### config.mk
export PLATFORM = sky130hd
export DESIGN_NAME = mads_ctrl
export DESIGN_NICKNAME = d
export VERILOG_FILES = /design/src/hdl/mads_pkg.sv /design/src/hdl/mads_ctrl.sv
export SDC_FILE = /design/constraint.sdc
export NUM_CORES = 1
export LEC_CHECK = 0
export BUFFER_PORTS_ARGS = -buffer_cell sky130_fd_sc_hd__buf_2
export CAP_MARGIN = 20
export CORE_AREA = 5 5 42 44
export CTS_CLUSTER_DIAMETER = 200
export DETAILED_ROUTE_END_ITERATION = 10
export DIE_AREA = 0 0 47 49
export GPL_TIMING_DRIVEN = 0
export SYNTH_ARGS = -nofsm -noshare
export SYNTH_HDL_FRONTEND = slang
export SYNTH_SLANG_ARGS = --single-unit
export TNS_END_PERCENT = 50
### constraint.sdc
create_clock -name clk -period 2.4 [get_ports clk]
set_input_delay 0.12 -clock clk [delete_from_list [all_inputs] [get_ports clk]]
set_output_delay 0.12 -clock clk [all_outputs]
set_load 0.01 [all_outputs]
### src/hdl/mads_pkg.sv
// Shared types, codes and default sizes for the anti-diagonal scan buffer.
// No dependencies; imported by every module of the block except mads_ram.
package mads_pkg;

	// Default sizes handed to the top level parameters
	localparam int MAX_DIM_DEF   = 64;
	localparam int MAX_ELEMS_DEF = 4096;

	// Fixed field widths
	localparam int ELEM_W     = 32;
	localparam int DIM_W      = 7;          // row_count / col_count registers
	localparam int DIAG_W     = DIM_W + 1;  // diagonal index up to rows+cols-2
	localparam int CFG_IDX_W  = 1;
	localparam int CFG_DATA_W = DIM_W;

	// Result queue
	localparam int OQ_DEPTH = 4;
	localparam int OQ_PTR_W = 2;
	localparam int OQ_CNT_W = 3;

	// Request function codes
	localparam logic FUNC_LOAD = 1'b0;
	localparam logic FUNC_EMIT = 1'b1;

	// Result status codes
	localparam logic STATUS_OK     = 1'b0;
	localparam logic STATUS_NODATA = 1'b1;

	// Configuration register indexes
	localparam logic [CFG_IDX_W-1:0] REG_ROW_COUNT = 1'b0;
	localparam logic [CFG_IDX_W-1:0] REG_COL_COUNT = 1'b1;

	typedef struct packed {
		logic                     func;
		logic signed [ELEM_W-1:0] element;
	} req_t;

	typedef struct packed {
		logic signed [ELEM_W-1:0] element_out;
		logic                     last;
		logic                     status;
	} res_t;

	// Controller -> datapath
	typedef struct packed {
		logic store;   // write element, bump load count
		logic read;    // read scan element
		logic step;    // advance scan position
		logic clear;   // clear all counters
		logic nodata;  // queue a no-data result
		logic last;    // read is the final element
	} cmd_t;

	// Datapath -> controller
	typedef struct packed {
		logic full;        // load count reached matrix size
		logic load_final;  // next load fills the matrix
		logic beyond;      // diagonal index past the last diagonal
		logic at_last;     // current diagonal is the last one
		logic room;        // result queue can take one more request
	} sts_t;

	typedef enum logic [1:0] {
		ST_SYNC,
		ST_LOAD,
		ST_SCAN
	} state_t;

endpackage

### src/hdl/mads_ctrl.sv
// Controller for the anti-diagonal scan buffer: load/scan phase tracking,
// request decode and flow control. Depends on mads_pkg.
module mads_ctrl (
	input  logic            clk,
	input  logic            arst_n,
	input  logic            req_valid,
	input  logic            func,
	input  logic            cfg_we,
	input  mads_pkg::sts_t  sts,
	output mads_pkg::cmd_t  cmd,
	output logic            stall
);
	import mads_pkg::*;

	state_t state_q, state_d;
	logic   accept;

	// Phase register
	always_ff @(posedge clk or negedge arst_n) begin
		if (!arst_n) begin
			state_q <= ST_SYNC;
		end else begin
			state_q <= state_d;
		end
	end

	// No request taken in the sync cycle after reset or a register write
	assign stall  = (state_q == ST_SYNC) || !sts.room;
	assign accept = req_valid && !stall;

	// Next state and commands
	always_comb begin
		state_d = state_q;
		cmd     = '0;
		unique case (state_q)
			ST_SYNC: begin
				state_d = sts.full ? ST_SCAN : ST_LOAD;
			end
			ST_LOAD: begin
				if (accept) begin
					if (func == FUNC_LOAD) begin
						cmd.store = 1'b1;
						if (sts.load_final) begin
							state_d = ST_SCAN;
						end
					end else begin
						cmd.nodata = 1'b1;
					end
				end
			end
			ST_SCAN: begin
				// loads into a full store are dropped
				if (accept && func == FUNC_EMIT) begin
					if (sts.beyond) begin
						cmd.clear  = 1'b1;
						cmd.nodata = 1'b1;
						state_d    = ST_LOAD;
					end else if (sts.at_last) begin
						cmd.read  = 1'b1;
						cmd.last  = 1'b1;
						cmd.clear = 1'b1;
						state_d   = ST_LOAD;
					end else begin
						cmd.read = 1'b1;
						cmd.step = 1'b1;
					end
				end
			end
			default: begin
				state_d = ST_SYNC;
			end
		endcase
		// dimensions changed: re-evaluate the phase
		if (cfg_we) begin
			state_d = ST_SYNC;
		end
	end

	// Assertions
	assert property (@(posedge clk) disable iff (!arst_n)
		(state_q == ST_SYNC) |-> (cmd == '0))
		else $error("command issued during sync cycle");

	assert property (@(posedge clk) disable iff (!arst_n)
		cfg_we |=> (state_q == ST_SYNC))
		else $error("phase not resynced after register write");

	assert property (@(posedge clk) disable iff (!arst_n)
		(cmd.store && sts.load_final) |=> (state_q == ST_SCAN || state_q == ST_SYNC))
		else $error("scan phase not entered after final load");

endmodule

==> impl_results.md, run 1 <==
- Count of antenna-violating nets left after detailed routing: 0
- Basic-gate share of the synthesized area counting and, or, nand and nor cells: 0.4179
- Syn_area_per_cell: 8.113 um^2
- DP HPWL: 584.5 um
- Crit start category: flip-flop
- Worst Skew: 0.001870 ns
- Total GRT Usage: 0.06897
- Most frequent standard cell in the layout excluding fill and tap cells: sky130_fd_sc_hd__buf_2
- Least setup slack across all paths after layout: 0.5042 ns
- F_max: 527.5 MHz
- Endpoints failing setup: 0
- Post-route standard cell area excluding fillers: 384.1 um^2
- Tcrit/Tclk final: 0.7899
- Seq cells post-synth: 2
- Final Net Count: 66
- Worst hold slack across all endpoints: 0.1104 ns
- Post-place instance area: 351.6 um^2
- Cell Rows: 14
- First-pass GRT wire length: 1104 um
- Netlist Area Pre-Place: 251.5 um^2
- Number of distinct library cells after synthesis: 17
- Share of final-layout standard cells stronger than drive strength 1: 0.3725
- WP data arrival: 2.03 ns
- I/O pin total: 17
- Clock insertion delay at the later pin of the skew report: 0.23 ns
- Path type of the worst setup path: flip-flop to flip-flop
- Max reg flops: 2
- Port Buf Inserts: 16
- Number of cells produced by synthesis: 31
- Synth Area in Adders: 0.1493
- Routed via count: 299
- RSZ-0062 raised after global routing: no
- Worst endpoint required time: 2.53 ns
- Hold Path Depth: 2
- Clock tree from TritonCTS: done
- Diode insertion count for antenna repair: 0
- Hold EP: state_q[0]
- Filler Cells Inserted: 169
- Status: finished, final reports clean
- Clock input transition at the sequential cells of the worst setup and hold paths: 0.03 ns
- Endpoints failing hold: 0
- Maximum level of the CTS H-tree: 1
- Combinational family with the most area after synthesis: simple AND/OR/NAND/NOR gates
- Worst Min Path Start: cfg_we
- Reported max-cap violation count: 0
- Final weighted congestion in routability-driven placement: 0.6909
- DR WL/cell: 10.06 um
- Die outline width: 47 um
- Type of element capturing the critical path: flip-flop
- R2r worst-path depth: 6
- Area growth from synthesis to layout: 52.74%
- Post-synth top area cell: sky130_fd_sc_hd__dfrtp_1
- Path class of the lowest-slack min-delay path: input pin to flip-flop
- Share of the core filled with cells: 0.2741
- TritonCTS Buffers: 3
- Slew margin rel.: 0.8800
- GR Overflow Total: 0
- Library cell used as clock root buffer: sky130_fd_sc_hd__clkbuf_4
- Total negative setup slack: 0 ns
- Worst slack at placement: 0.5055 ns
- Starting utilization of the core area: 0.1795
- Worst flop-to-flop path startpoint: state_q[1]
- Maximum net fanout on the critical path: 5
- Transition time at the pin with the least slew margin: 0.1784 ns
- Inst Count DP: 63
- Most used cells in the layout excluding fill and tap cells: sky130_fd_sc_hd__buf_2, sky130_fd_sc_hd__nor3b_1
- Maximum buffer depth of the clock tree: 2
- Routed wire length: 674 um
- LEAKAGE: 0.1803 nW
- Remaining routing DRC violations: 0
- Post-detailed-route via-to-cell ratio: 4.463
- Non-filler cells in the finished layout: 67
- Leading registers by flop count: state_q x2
- Portion of the post-synthesis area used by sequential elements: 0.1990
- Worst reg2reg path endpoint: state_q[1]
- Post-CTS Repair Setup Buffers: 0
- Post-synthesis compound-gate area fraction: 0.1891
- Xor/xnor share of the synthesized area: 0
- Mux cell area share after synthesis: 0
- Cell types with the largest area share after synthesis: sky130_fd_sc_hd__dfrtp_1, sky130_fd_sc_hd__ha_1, sky130_fd_sc_hd__nor3b_1, sky130_fd_sc_hd__nand4b_1, sky130_fd_sc_hd__o31ai_1
- Vias in the first global route: 313
- Number of search-and-repair iterations in the first detailed-routing pass: 4
- Yosys Warn Count: 0
- Register ranked first by flip-flop count: state_q
- Largest voltage drop on the vdd net: 0.2222 mV
- Die ar.: 2303 um^2
- Proportion of netlist area held by the largest area contributor: 0.1990
- Largest net degree at the start of global routing: 6
- Number of sinks handled by clock tree synthesis: 2
- R2R setup slack: 0.50 ns
- Antenna violations before repair: 0
- Synth Net Count: 44
- Pwr per Cell Area: 689.4 nW/um^2
- Max-slew violation total from the final report: 0
- Y dimension of the die: 49 um
- Overall power of the completed layout: 0.2648 mW
- Min Clock Period, post-route: 1.896 ns
- Core Box Area: 1401 um^2
- Iteration-0 DRC Markers: 1
## repair_timing
action	4_1_cts	5_1_grt
endpoints found under the hold margin	2	0
gates resized for setup	0	0
hold buffers	1	0
## metal layers
layer | global-route usage | share of wire
met5 | 0 | 0
met2 | 0.1154 | 0.50
met1 | 0.05702 | 0.36
met4 | 0.06912 | 0.027
met3 | 0.02214 | 0.11
## critical path, cell delays in order (launching register included)
cell and delay (ns):
sky130_fd_sc_hd__dfrtp_1 0.39, sky130_fd_sc_hd__inv_1 0.10, sky130_fd_sc_hd__ha_1 0.23, sky130_fd_sc_hd__nand4b_1 0.24, sky130_fd_sc_hd__o21a_1 0.25, sky130_fd_sc_hd__or4_1 0.51
sky130_fd_sc_hd__o31ai_1 0.08
## where the power goes
part           switching, mW  total [mW]  leakage [nW]  internal (mW)
logic                 0.0687       0.135         0.140         0.0667
registers            0.00916      0.0529        0.0266         0.0438
clock network         0.0212      0.0765        0.0138         0.0553
total                 0.0991       0.265         0.180          0.166
## cell usage after synthesis (all sizes together)
master  count
nand3b      1
o21a        1
nor3        1
inv         3
o31ai       2
nor2        3
or4         2
nand2b      1
and2        1
a21oi       2
nor3b       4
dfrtp       2
ha          3
o31a        1
nor2b       1
nand4b      2
a31oi       1
## worst max-delay path by stage
stage	start	to	slack [ns]	cells after the start
6_report	state_q[1]	state_q[1]	0.50	6
5_1_grt	state_q[1]	state_q[0]	0.41	6
4_1_cts	state_q[1]	state_q[1]	0.49	6
3_5_place_dp	state_q[1]	state_q[1]	0.51	6
3_3_place_gp	state_q[1]	state_q[1]	0.54	6
2_1_floorplan	state_q[1]	state_q[0]	0.67	6
## cell type report
type | instances | area [um^2] | share of cell area
Sequential cell | 2 | 50.05 | 0.1303
Tap cell | 16 | 20.02 | 0.05212
Clock buffer | 3 | 22.52 | 0.05863
Inverter | 3 | 11.26 | 0.02932
Timing Repair Buffer | 17 | 90.09 | 0.2345
Multi-Input combinational cell | 26 | 190.2 | 0.4951
## kinds of logic after synthesis
family,count (synthesis)
simple gates,16
compound gates,7
buf+inv,3
fa+ha+maj,3
flops,2
Power figures use the tool's default switching activity.
==> run 2: changes to the inputs <==
Settings changed: ABC_AREA from default to 1.
Clock period 2.4 ns to 1.8 ns, I/O delays scaled along.
==> run 2 against run 1 <==
Net effect: clock power rose by 33%; clock-buffer cell count did not move; highest routed layer unchanged; sequential cell count stayed put; critical path type is now flip-flop to output port; critical endpoint is now cmd[0]; total power up 66%; die area stayed put; wire length is 2.1% higher; first-iteration DRC count rose by 100%.
==> impl_results.md, run 2 <==
- Number of search-and-repair iterations in the first detailed-routing pass: 3 (was 4)
- WP data arrival: 1.54 ns (was 2.03 ns)
- Top delay family on crit path: simple AND/OR/NAND/NOR gates (unchanged)
- Portion of the post-synthesis area used by sequential elements: 0.1770 (was 0.1990)
- Top layer used by detailed routing: met4 (unchanged)
- Die ar.: 2303 um^2 (unchanged)
- Clock insertion delay at the later pin of the skew report: 0.23 ns (about the same)
- Max-slew violation total from the final report: 0 (unchanged)
- TritonCTS Buffers: 3 (unchanged)
- Tcrit/Tclk final: 0.9060
- Worst hold slack across all endpoints: 0.1492 ns (was 0.1104 ns)
- Iteration-0 DRC Markers: 2 (was 1)
- Critical path buffers and inverters: 3 (was 1)
- Area growth from synthesis to layout: 51.77% (was 52.74%)
- Worst Skew: 0.004803 ns (was 0.001870 ns)
- Endpoints failing setup: 0 (unchanged)
- Crit-path max cell delay: 0.38 ns (was 0.51 ns)
- Total negative setup slack: 0 ns (unchanged)
- Y dimension of the die: 49 um (unchanged)
- Remaining routing DRC violations: 0 (unchanged)
- Port Buf Inserts: 16 (unchanged)
- Clock input transition at the sequential cells of the worst setup and hold paths: 0.03 ns (about the same)
- RSZ-0062 raised after global routing: no (unchanged)
- Die outline width: 47 um (unchanged)
- Count of antenna-violating nets left after detailed routing: 0 (unchanged)
- Path class of the lowest-slack min-delay path: input pin to flip-flop (unchanged)
- Final weighted congestion in routability-driven placement: 0.6894 (was 0.6909)
- DR WL/cell: 9.173 um (was 10.06 um)
- Total length of routed met2 wires: 341 um (was 334 um)
- F_max: 613.2 MHz
- Share of the core filled with cells: 0.3063 (was 0.2741)
- Cell types with the largest area share after synthesis: sky130_fd_sc_hd__dfrtp_1, sky130_fd_sc_hd__ha_1, sky130_fd_sc_hd__nand2_1, sky130_fd_sc_hd__nand4_4, sky130_fd_sc_hd__nand3_2 (was sky130_fd_sc_hd__dfrtp_1, sky130_fd_sc_hd__ha_1, sky130_fd_sc_hd__nor3b_1, sky130_fd_sc_hd__nand4b_1, sky130_fd_sc_hd__o31ai_1)
- Main synth FF type: sky130_fd_sc_hd__dfrtp_1 (unchanged)
- Maximum net fanout on the critical path: 5 (unchanged)
- Path type of the worst setup path: flip-flop to output port (was flip-flop to flip-flop)
- Diode insertion count for antenna repair: 0 (unchanged)
- Number of distinct library cells after synthesis: 18 (was 17)
- Transition time at the pin with the least slew margin: 0.2098 ns (was 0.1784 ns)
- DP HPWL: 592.4 um (was 584.5 um)
- Most used cells in the layout excluding fill and tap cells: sky130_fd_sc_hd__buf_2, sky130_fd_sc_hd__nand2_1, sky130_fd_sc_hd__inv_1 (was sky130_fd_sc_hd__buf_2, sky130_fd_sc_hd__nor3b_1)
- Cell Rows: 14 (unchanged)
- Netlist Area Pre-Place: 282.8 um^2 (was 251.5 um^2)
- Crit start category: flip-flop (unchanged)
- Max reg flops: 2 (unchanged)
- Post-detailed-route via-to-cell ratio: 4.147 (was 4.463)
- Antenna violations before repair: 0 (unchanged)
- Total GRT Usage: 0.06690 (was 0.06897)
- Number of synthesized flops with an enable pin: 0 (unchanged)
- Most common library cells after synthesis: sky130_fd_sc_hd__nand2_1, sky130_fd_sc_hd__inv_1, sky130_fd_sc_hd__ha_1 (was sky130_fd_sc_hd__nor3b_1, sky130_fd_sc_hd__ha_1, sky130_fd_sc_hd__inv_1, sky130_fd_sc_hd__nor2_1)
- Number of cells produced by synthesis: 38 (was 31)
- Status: finished, final reports clean (unchanged)
- Endpoints failing hold: 0 (unchanged)
- Post-synth top area cell: sky130_fd_sc_hd__dfrtp_1 (unchanged)
- Clock tree from TritonCTS: done (unchanged)
- Min Clock Period, post-route: 1.631 ns
- Register ranked first by flip-flop count: state_q (unchanged)
- Leading registers by flop count: state_q x2 (unchanged)
- Library cell with the highest instance count after synthesis: sky130_fd_sc_hd__nand2_1 (was sky130_fd_sc_hd__nor3b_1)
- Most frequent standard cell in the layout excluding fill and tap cells: sky130_fd_sc_hd__buf_2 (unchanged)
- Post-route standard cell area excluding fillers: 429.2 um^2 (was 384.1 um^2)
- Slowest stage cell, crit path: sky130_fd_sc_hd__dfrtp_1 (was sky130_fd_sc_hd__or4_1)
- Synth Net Count: 51 (was 44)
- Reported max-cap violation count: 0 (unchanged)
- Yosys Warn Count: 0 (unchanged)
- Total met3 wirelength after detailed routing: 20 um (was 74 um)
- I/O pin total: 17 (unchanged)
- First-pass GRT wire length: 1131 um (was 1104 um)
- Met1 wire length: 310 um (was 246 um)
- Routed wire length: 688 um (was 674 um)
- Slew margin rel.: 0.8596 (was 0.8800)
- Proportion of netlist area held by the largest area contributor: 0.1770 (was 0.1990)
- Seq cells post-synth: 2 (unchanged)
- Post-place instance area: 382.9 um^2 (was 351.6 um^2)
- Pwr per Cell Area: 1022 nW/um^2 (was 689.4 nW/um^2)
- Syn_area_per_cell: 7.441 um^2 (was 8.113 um^2)
- Core Box Area: 1401 um^2 (unchanged)
- Number of sinks handled by clock tree synthesis: 2 (unchanged)
- Starting utilization of the core area: 0.2018 (was 0.1795)
- Largest net degree at the start of global routing: 7 (was 6)
- GR Overflow Total: 0 (unchanged)
- Library cell used as clock root buffer: sky130_fd_sc_hd__clkbuf_4 (unchanged)
- Maximum level of the CTS H-tree: 1 (unchanged)
- Type of element capturing the critical path: output port (was flip-flop)
- Vias in the first global route: 323 (was 313)
- Final Net Count: 74 (was 66)
- Routed via count: 311 (was 299)
- Worst endpoint required time: 1.71 ns (was 2.53 ns)
- Cell breakdown of the critical path: inv_1, ha_1, inv_2, nand4_4, nor3_4, and2_1, buf_2 (was inv_1, ha_1, nand4b_1, o21a_1, or4_1, o31ai_1)
- LEAKAGE: 0.2303 nW (was 0.1803 nW)
- Largest voltage drop on the vdd net: 0.3262 mV (was 0.2222 mV)
- Share of synthesized registers carrying an async set or reset: 1.000 (unchanged)
- Maximum buffer depth of the clock tree: 2 (unchanged)
- Share of final-layout standard cells stronger than drive strength 1: 0.4576 (was 0.3725)
## run 2: cell count changes after synthesis, moves of 2 or more
| cell | before | now |
|---|---|---|
| sky130_fd_sc_hd__nand2_1 | 0 | 8 |
| sky130_fd_sc_hd__inv_1 | 3 | 5 |
| sky130_fd_sc_hd__nand3_1 | 0 | 2 |
| sky130_fd_sc_hd__nand3_2 | 0 | 2 |
| sky130_fd_sc_hd__nand4_1 | 0 | 2 |
| sky130_fd_sc_hd__nand4b_1 | 2 | 0 |
| sky130_fd_sc_hd__nor3b_1 | 4 | 2 |
| sky130_fd_sc_hd__o31ai_1 | 2 | 0 |
| sky130_fd_sc_hd__or4_1 | 2 | 0 |
## run 2: final timing paths
path                       depth (start not counted)  startpoint          to  slack (ns)
setup / recovery                                   7  state_q[0]      cmd[0]        0.17
hold reg to reg                                    2  state_q[1]  state_q[1]        0.56
max in group asynchronous                          2      arst_n  state_q[0]        1.53
hold / removal                                     4      cfg_we  state_q[1]        0.15
setup reg to reg                                   9  state_q[0]  state_q[0]        0.32
min in group asynchronous                          2      arst_n  state_q[1]        0.18
## run 2: kinds of logic after synthesis
kind of cell,Yosys count,share of synthesized area
AND/OR/NAND/NOR,22,0.4867
buffers and inverters,6,0.07964
AO/OA/AOI/OAI,5,0.1239
adder cells (fa/ha/maj),3,0.1328
flip-flops,2,0.1770
## run 2: routing by layer
| layer | up-vias | GRT usage |
|---|---|---|
| met1 | 129 | 0.07912 |
| met5 | - | 0 |
| li1 | 171 | - |
| met3 | 2 | 0 |
| met4 | 0 | 0.06912 |
| met2 | 9 | 0.09955 |
## run 2: worst register-to-register path, stage by stage, from the launching register on
cell                      delay, ns
sky130_fd_sc_hd__dfrtp_1       0.38
sky130_fd_sc_hd__inv_1         0.10
sky130_fd_sc_hd__ha_1          0.22
sky130_fd_sc_hd__inv_2         0.10
sky130_fd_sc_hd__nand4_4       0.13
sky130_fd_sc_hd__buf_4         0.17
sky130_fd_sc_hd__nand2_1       0.07
sky130_fd_sc_hd__nand3_2       0.08
sky130_fd_sc_hd__nand3_1       0.07
sky130_fd_sc_hd__nand2_1       0.05
## run 2: stage by stage
step | worst slack, ns | std cells | total power [mW]
2_1_floorplan | 0.4437 | 38 | 0.2702
3_3_place_gp | 0.3946 | 70 | 0.3264
3_5_place_dp | 0.3682 | 70 | 0.3303
4_1_cts | 0.1230 | 74 | 0.4421
5_1_grt | 0.01239 | 75 | 0.4922
6_report | 0.1692 | 75 | 0.4385
## run 2: area by class of cell
class | count | area, um^2
multi-input combinational | 30 | 216.5
clock buffer | 3 | 22.52
inverter | 6 | 22.52
fill | 162 | 972.2
sequential | 2 | 50.05
timing repair buffer | 18 | 97.59
tap | 16 | 20.02
## run 2: report_power, final
group / total [mW] / switching, mW / internal (mW)
Clock: 0.102 / 0.0285 / 0.0738
Sequential: 0.0819 / 0.0190 / 0.0629
Combinational: 0.254 / 0.150 / 0.104
## run 2: timing repair
action | in CTS | in global routing
hold endpoints to repair | 2 | 0
resized for setup | 0 | 1
endpoints found under the setup margin | 0 | 1
buffers inserted | 0 | 1
hold buffers | 1 | 0
==> run 3: changes to the inputs <==
Settings changed: CTS_BUF_LIST from default to sky130_fd_sc_hd__clkbuf_16.
==> run 3 against run 2 <==
Net effect: design area is 10% higher; sequential share of layout area is 1.1 points lower; largest cell class unchanged; sequential cell count stayed put; critical path type unchanged; non-clock buffer count is 1 lower; hold slack better by 0.015 ns; clock skew is 0.0038 ns lower; die area stayed put; wire length is 0.15% higher.
==> impl_results.md, run 3 (same netlist as run 2, synthesis figures left out) <==
- Largest voltage drop on the vdd net: 0.4644 mV (was 0.3262 mV)
- Clock tree from TritonCTS: done (unchanged)
- Crit start category: flip-flop (unchanged)
- Clock insertion delay at the later pin of the skew report: 0.22 ns (was 0.23 ns)
- Number of sinks handled by clock tree synthesis: 2 (unchanged)
- Worst Skew: 0.001013 ns (was 0.004803 ns)
- Sequential group share of total power: 0.123 (was 0.187)
- Count of antenna-violating nets left after detailed routing: 0 (unchanged)
- Slew margin rel.: 0.8603 (was 0.8596)
- Min Clock Period, post-route: 1.634 ns (was 1.631 ns)
- GR Overflow Total: 0 (unchanged)
- Cell Rows: 14 (unchanged)
- Share of final-layout standard cells stronger than drive strength 1: 0.4483 (was 0.4576)
- Portion of total power attributed to the clock network: 0.499 (was 0.233)
- Maximum buffer depth of the clock tree: 2 (unchanged)
- Maximum net fanout on the critical path: 6 (was 5)
- Die ar.: 2303 um^2 (unchanged)
- Library cell used as clock root buffer: sky130_fd_sc_hd__clkbuf_16 (was sky130_fd_sc_hd__clkbuf_4)
- Non-filler cells in the finished layout: 74 (was 75)
- F_max: 612.1 MHz (was 613.2 MHz)
- RSZ-0062 raised after global routing: no (unchanged)
- Area used by multi-input combinational logic: 216.5 um^2 (unchanged)
- Max reg flops: 2 (unchanged)
- Area occupied by registers: 50.05 um^2 (unchanged)
- Status: finished, final reports clean (unchanged)
- Y dimension of the die: 49 um (unchanged)
- Post-place instance area: 382.9 um^2 (unchanged)
- Most used cells in the layout excluding fill and tap cells: sky130_fd_sc_hd__buf_2, sky130_fd_sc_hd__nand2_1, sky130_fd_sc_hd__inv_1 (unchanged)
- Vias in the first global route: 330 (was 323)
- I/O pin total: 17 (unchanged)
- Path class of the lowest-slack min-delay path: input pin to flip-flop (unchanged)
- Remaining routing DRC violations: 0 (unchanged)
- Internal power: 0.4472 mW (was 0.2409 mW)
- Leading registers by flop count: state_q x2 (unchanged)
- Endpoints failing hold: 0 (unchanged)
- Top delay family on crit path: simple AND/OR/NAND/NOR gates (unchanged)
- Routed via count: 302 (was 311)
- Register ranked first by flip-flop count: state_q (unchanged)
- TritonCTS Buffers: 3 (unchanged)
- Most frequent standard cell in the layout excluding fill and tap cells: sky130_fd_sc_hd__buf_2 (unchanged)
- Tcrit/Tclk final: 0.9076 (was 0.9060)
- Port Buf Inserts: 16 (unchanged)
- Iteration-0 DRC Markers: 4 (was 2)
- Core Box Area: 1401 um^2 (unchanged)
- Final weighted congestion in routability-driven placement: 0.6894 (unchanged)
- Filler Cells Inserted: 156 (was 162)
- WP data arrival: 1.54 ns (about the same)
- Maximum level of the CTS H-tree: 1 (unchanged)
- DR WL/cell: 9.311 um (was 9.173 um)
- Inst Count DP: 70 (unchanged)
- Area growth from synthesis to layout: 67.70% (was 51.77%)
- First-pass GRT wire length: 1186 um (was 1131 um)
- Worst slack at placement: 0.3682 ns (unchanged)
- Cell breakdown of the critical path: inv_1, ha_1, inv_2, nand4_4, nor3_4, and2_1, buf_2 (unchanged)
- Total GRT Usage: 0.07103 (was 0.06690)
- Transition time at the pin with the least slew margin: 0.2088 ns (was 0.2098 ns)
- Total negative setup slack: 0 ns (unchanged)
- Final Net Count: 73 (was 74)
- Reported max-cap violation count: 0 (unchanged)
- Starting utilization of the core area: 0.2018 (unchanged)
- Least setup slack across all paths after layout: 0.1663 ns (was 0.1692 ns)
- Slowest stage cell, crit path: sky130_fd_sc_hd__dfrtp_1 (unchanged)
- Share of total power consumed by net switching: 0.3271 (was 0.4506)
- Die outline width: 47 um (unchanged)
- Largest net degree at the start of global routing: 7 (unchanged)
- Clock input transition at the sequential cells of the worst setup and hold paths: 0.03 ns (about the same)
- Post-route standard cell area excluding fillers: 474.2 um^2 (was 429.2 um^2)
- Endpoints failing setup: 0 (unchanged)
- LEAKAGE: 0.2493 nW (was 0.2303 nW)
- Routed wire length: 689 um (was 688 um)
- Post-detailed-route via-to-cell ratio: 4.081 (was 4.147)
- Reported net switching power: 0.2174 mW (was 0.1976 mW)
- Antenna violations before repair: 0 (unchanged)
- Critical path buffers and inverters: 3 (unchanged)
- Path type of the worst setup path: flip-flop to output port (unchanged)
- Pwr per Cell Area: 1402 nW/um^2 (was 1022 nW/um^2)
- Diode insertion count for antenna repair: 0 (unchanged)
- Max-slew violation total from the final report: 0 (unchanged)
- Number of search-and-repair iterations in the first detailed-routing pass: 3 (unchanged)
- Worst endpoint required time: 1.71 ns (about the same)
- DP HPWL: 592.4 um (unchanged)
- Share of the core filled with cells: 0.3384 (was 0.3063)
- Combinational cell fraction of total power: 0.379 (was 0.580)
- Crit-path max cell delay: 0.38 ns (about the same)
- Type of element capturing the critical path: output port (unchanged)
## run 3: area by class of cell
type                       instances  area share
multi-input combinational         30      0.4565
timing repair buffer              17      0.1900
clock buffer                       3      0.1583
sequential                         2      0.1055
inverter                           6     0.04749
tap                               16     0.04222
## run 3: metrics by stage
step	hold WS, ns	power [mW]
after global placement	-0.1245	0.3264
after CTS	0.1587	0.6696
after detailed placement	-0.1226	0.3303
after global routing	0.1972	0.7212
final	0.1639	0.6646
after floorplan	-0.2056	0.2702
## run 3: power by group through the flow
stage / sequential, mW / combinational [mW] / clock, mW
after CTS: 0.0824 / 0.251 / 0.336
after global placement: 0.0832 / 0.243 / 0
after global routing: 0.0869 / 0.296 / 0.339
after floorplan: 0.0773 / 0.193 / 0
after detailed placement: 0.0826 / 0.248 / 0
final: 0.0815 / 0.252 / 0.331
## run 3: path summary, 6_finish.rpt
kind | from | endpoint | slack [ns] | depth (start not counted)
min in group asynchronous | arst_n | state_q[1] | 0.18 | 2
worst min-delay path | cfg_we | state_q[1] | 0.16 | 4
worst min register to register | state_q[1] | state_q[1] | 0.56 | 2
worst max-delay path | state_q[0] | cmd[0] | 0.17 | 7
max in group asynchronous | arst_n | state_q[0] | 1.52 | 2
worst max register to register | state_q[0] | state_q[0] | 0.38 | 8
## run 3: layer usage
metal	routed length, um	part of all wire	GRT usage
met1	325	0.47	0.08315
met4	0	0	0.06912
met2	343	0.50	0.1018
met5	0	0	0
met3	20	0.029	0.01107
## run 3: repair_timing
action,4_1_cts,5_1_grt
resized for setup,0,1
hold buffers,1,0
endpoints found under the hold margin,2,0
buffers inserted,0,0
endpoints found under the setup margin,0,1
## run 3: tightest hold or removal path, stage by stage
cell                      delay [ns]
sky130_fd_sc_hd__buf_2          0.09
sky130_fd_sc_hd__inv_1          0.04
sky130_fd_sc_hd__nand3_1        0.07
sky130_fd_sc_hd__nand2_1        0.04
